--- src/rtl/core/dsgd_ram.sv ---
module dsgd_ram #(
    parameter int WIDTH = 32,
    parameter int DEPTH = 64
) (
    input  logic                                     aclk,
    input  logic                                     we,
    input  logic [((DEPTH > 1) ? $clog2(DEPTH) : 1)-1:0] waddr,
    input  logic [WIDTH-1:0]                         wdata,
    input  logic [((DEPTH > 1) ? $clog2(DEPTH) : 1)-1:0] raddr,
    output logic [WIDTH-1:0]                         rdata
);

    logic [WIDTH-1:0] mem_reg [DEPTH];
    logic [WIDTH-1:0] rdata_reg;

    // Write one entry, read one entry with registered data
    always_ff @(posedge aclk) begin
        if (we) begin
            mem_reg[waddr] <= wdata;
        end
        rdata_reg <= mem_reg[raddr];
    end

    assign rdata = rdata_reg;

endmodule

--- config.mk ---
export PLATFORM = sky130hd
export DESIGN_NAME = dsgd_ram
export DESIGN_NICKNAME = d
export VERILOG_FILES = /design/src/rtl/core/dsgd_ram.sv
export SDC_FILE = /design/constraint.sdc
export NUM_CORES = 2
export LEC_CHECK = 0
export BUFFER_PORTS_ARGS = -buffer_cell sky130_fd_sc_hd__buf_2
export CAP_MARGIN = 20
export CORE_ASPECT_RATIO = 2
export CORE_MARGIN = 2
export CORE_UTILIZATION = 45
export DETAILED_ROUTE_END_ITERATION = 8
export GPL_TIMING_DRIVEN = 0
export SLEW_MARGIN = 20
export SYNTH_ARGS = -nofsm -noshare
export SYNTH_HDL_FRONTEND = slang
export SYNTH_SLANG_ARGS = --single-unit
--- constraint.sdc ---
create_clock -name aclk -period 5.2 [get_ports aclk]
set_input_delay 0.26 -clock aclk [delete_from_list [all_inputs] [get_ports aclk]]
set_output_delay 0.26 -clock aclk [all_outputs]
set_load 0.005 [all_outputs]
==> results.txt <==
The flow ran to the end, and the final reports show no timing, DRC or antenna violations. The path length in cells of the critical path came out at 9. The multi-input combinational cells in the finished layout cover a total of 0.0160 sq mm. Max-cap violations in this run came to 0. The leakage power came out at 28.5 nW. Once placement completed, the tool counted placed cells totaling ~5800.

The via density per instance came out at between 6 and 7. On the critical path the largest part of the delay comes from buffers and inverters. The via total after detailed routing came out at just under 40000.

The signal on the critical path passes through buf_2, buf_2, nand2b_1, buf_1, clkbuf_1, o22ai_1, nor2_1, a21oi_1, nor2_1. The global-route usage over all layers is 0.282. The final count of hold timing violations is 0. Of the cells placed in the final design, the portion with a size suffix greater than 1 is 0.310. The data required time at the worst endpoint came out at ~5.9 ns. Of the available clock period, the critical path in the final layout requires 0.685.

The H-tree depth reported by CTS came out at 4. The number of gates given a new drive strength after cts is 0. Buffers placed on the I/O ports in this run total 69. The number of buffers inserted during clock tree synthesis is around 180. The total die area is 0.178 sq mm. The power density normalized to cell area came out at 376 mW/mm^2.

The count of non-filler cells in the finished layout came out at about 6200. The headroom to the max-slew limit is 0.212. The core area is between 0.15 and 0.2 sq mm. Summing all flip-flop and latch instances after layout gives 0.0621 sq mm. The post-placement worst setup slack came out at 0.969 ns. During synthesis, Yosys emitted a total of 0 warnings. The number of clock sinks seen by CTS came out at 2080. Counting every net in the synthesized netlist gives 3370. The critical path contains buffers and inverters numbering 4 combined. The leftover overflow at the end of global routing came out at 0.

The area growth from synthesis to layout came out at 16.3%. In the routed design, unresolved DRC markers number 0. The cell depth of the worst flop-to-flop path came out at 4.

After the first detailed-routing iteration, the DRC count stood at 5395. The number of global-route vias before repair is 39300. The area share of the largest cell type after synthesis came out at 0.783.

The buffer cell driving the clock tree root is sky130_fd_sc_hd__clkbuf_16. For the final database, setup skew stands at 0.0472 ns. The register with the most flip-flops in the layout has 2048 of them.

The worst setup slack after layout came out at 1.64 ns. Once layout is complete, the utilization of the core stands at 0.527. The worst setup path is of the input pin to flop kind. The count of final setup violators came out at 0.

The average cell area after synthesis is 23.6 sq um. 78 I/O pins were placed. The slowest stage of the critical path is the sky130_fd_sc_hd__buf_1 cell.

The die span in x came out at ~300 um. The maximum cell stage delay along the critical path is between 0.8 and 0.9 ns. The share of the yosys chip area belonging to registers came out at 0.791.

The total standard cell area after synthesis is 0.0785 sq mm. The number of placement rows came out at 216. After clock tree synthesis, the setup repair step added 0 buffers. The final-report max-slew violation count came out at 0.

The clock transition at the registers of the reported paths came out at ~0.070 ns. The layout filler cell count came out at 13100. The y dimension of the die is 595 um. The commonest cells after synthesis are sky130_fd_sc_hd__edfxtp_1 (2048), sky130_fd_sc_hd__mux4_2 (544), sky130_fd_sc_hd__nor2_1 (137), sky130_fd_sc_hd__mux2i_1 (93), sky130_fd_sc_hd__o22ai_1 (84). The wire length of the first global-routing pass is 333000 um.

The distinct cell type count of the synthesized netlist is 34. The count of nets left with antenna violations once routing finished came out at 0. The actual slew at the worst max-slew pin came out at 1.18 ns. The maximum VDD drop is 256 uV. The wire length after detailed routing came out at 251000 um. TritonCTS built the clock tree. The post-synthesis register bit count is 2080.

The most used flip-flop cell after synthesis is sky130_fd_sc_hd__edfxtp_1. The initial antenna violation count is 7. The number of synthesized flops with an enable pin is 2048. Along the worst hold path, the cell count comes to 1. The largest buffer count on any clock path came out at 4.

After layout, the minimum clock period comes to 3.56 ns. The biggest area contributor in the post-synthesis netlist is sky130_fd_sc_hd__edfxtp_1. The share of synthesized flip-flops with an asynchronous set or reset came out at 0. The highest net fanout along the worst path came out at 10.

The cell count after synthesis is 3324. The average wire per standard cell came out at approximately 40 um. In the post-synthesis netlist, the biggest area contributors are sky130_fd_sc_hd__edfxtp_1 (78%), sky130_fd_sc_hd__mux4_2 (16%), sky130_fd_sc_hd__mux2i_1 (1.2%). The worst hold path belongs to the class input pin to flop. Summing internal, switching and leakage power gives 34.4 mW. At the end of routability-driven placement, the weighted congestion stood at 0.917. Setup repair after global routing left no endpoint under its margin.

Data on the critical path arrives at its endpoint at 4.24 ns. The clock latency on the worst-skew pair came out at ~0.83 ns. The total iterations of the first detailed-routing run is 6. The starting density of the core is 0.453. Entering global routing, the biggest net connects 65 pins. The total half-perimeter wirelength after legalization and detailed placement came out at 173000 um. The worst setup path is launched from an input pin. The final layout contains ~3800 nets.

The worst setup path is captured at a flop. The most common cell in the synthesized netlist is sky130_fd_sc_hd__edfxtp_1. Based on the critical path, the design can be clocked at up to 281 MHz.
## cell type report
cell class / count / share of cell area
Tap cell: 2289 / 0.0314
Buffer: 182 / 0.0101
Timing Repair Buffer: 215 / 0.0392
Clock buffer: 218 / 0.0525
Clock inverter: 109 / 0.0115
Antenna cell: 8 / 0.000219
Sequential cell: 2080 / 0.680
Multi-Input combinational cell: 1062 / 0.175
## per-stage QoR
step / area (sq um) / setup TNS (ns) / hold slack (ns)
floorplan: 78500 / 0 / 0.359
global placement: 81700 / -134.42 / 0.641
detailed placement: 85400 / 0 / 0.639
CTS: 91300 / 0 / 0.000461
global route: 91300 / 0 / 0.0107
finish: 91300 / 0 / 0.00107
## worst register-to-register path, delay by kind of cell (launching register included)
kind,cells,cell delay [ns]
compound gates,1,0.76
simple gates,1,0.18
flops,1,0.36
mux,2,1.14
## what timing repair did
item | in CTS | in global routing
hold endpoints to repair | 69 | 0
hold buffers | 5 | 0
setup endpoints to repair | 0 | 0
## cells in the final DEF (no fill, tap or decap), drive strengths merged, types with 3 or more instances in the layout
master / count
clkinv: 81
nand2: 26
mux2i: 93
o221ai: 27
o22ai: 84
edfxtp: 2048
dlygate4sd3: 5
nand3: 5
dfxtp: 32
buf: 318
diode: 8
a21oi: 62
nand2b: 8
a311oi: 8
bufinv: 21
or3: 3
o32ai: 4
nor2: 137
a41o: 4
and3: 4
nor2b: 15
clkbuf: 292
or3b: 5
or2: 3
a22oi: 12
mux4: 544
nor3: 7
inv: 5
nand3b: 5
## report_power, final
group	internal, mW	switching, mW	total (mW)
logic	0.662	1.44	2.10
registers	18.5	0.0341	18.6
clock network	7.63	6.06	13.7
total	26.8	7.53	34.4
## worst paths after layout
check                                      from              end  slack (ns)
worst min-delay path                  wdata[17]  mem_reg[36][17]       0.001
worst min register to register   mem_reg[28][4]         rdata[4]        1.07
worst max-delay path                   raddr[1]        rdata[14]        1.64
worst max register to register  mem_reg[19][16]        rdata[16]        2.62
## metal layers
layer | vias to the layer above | part of all wire | track usage
li1 | 15100 | - | -
met1 | 21100 | 0.32 | 0.311
met2 | 2210 | 0.51 | 0.485
met3 | 626 | 0.073 | 0.0403
met4 | 4 | 0.098 | 0.226
met5 | - | 0.00013 | 0
## logic make-up (layout without fill, tap and decap cells)
logic type | after synthesis | after routing | share of synthesized area
compound gates | 202 | 202 | 0.0167
buf+inv | 182 | 724 | 0.0113
flops | 2080 | 2080 | 0.791
mux | 637 | 637 | 0.168
other cells | 0 | 8 | 0
simple gates | 223 | 223 | 0.0127
Power figures use the tool's default switching activity.
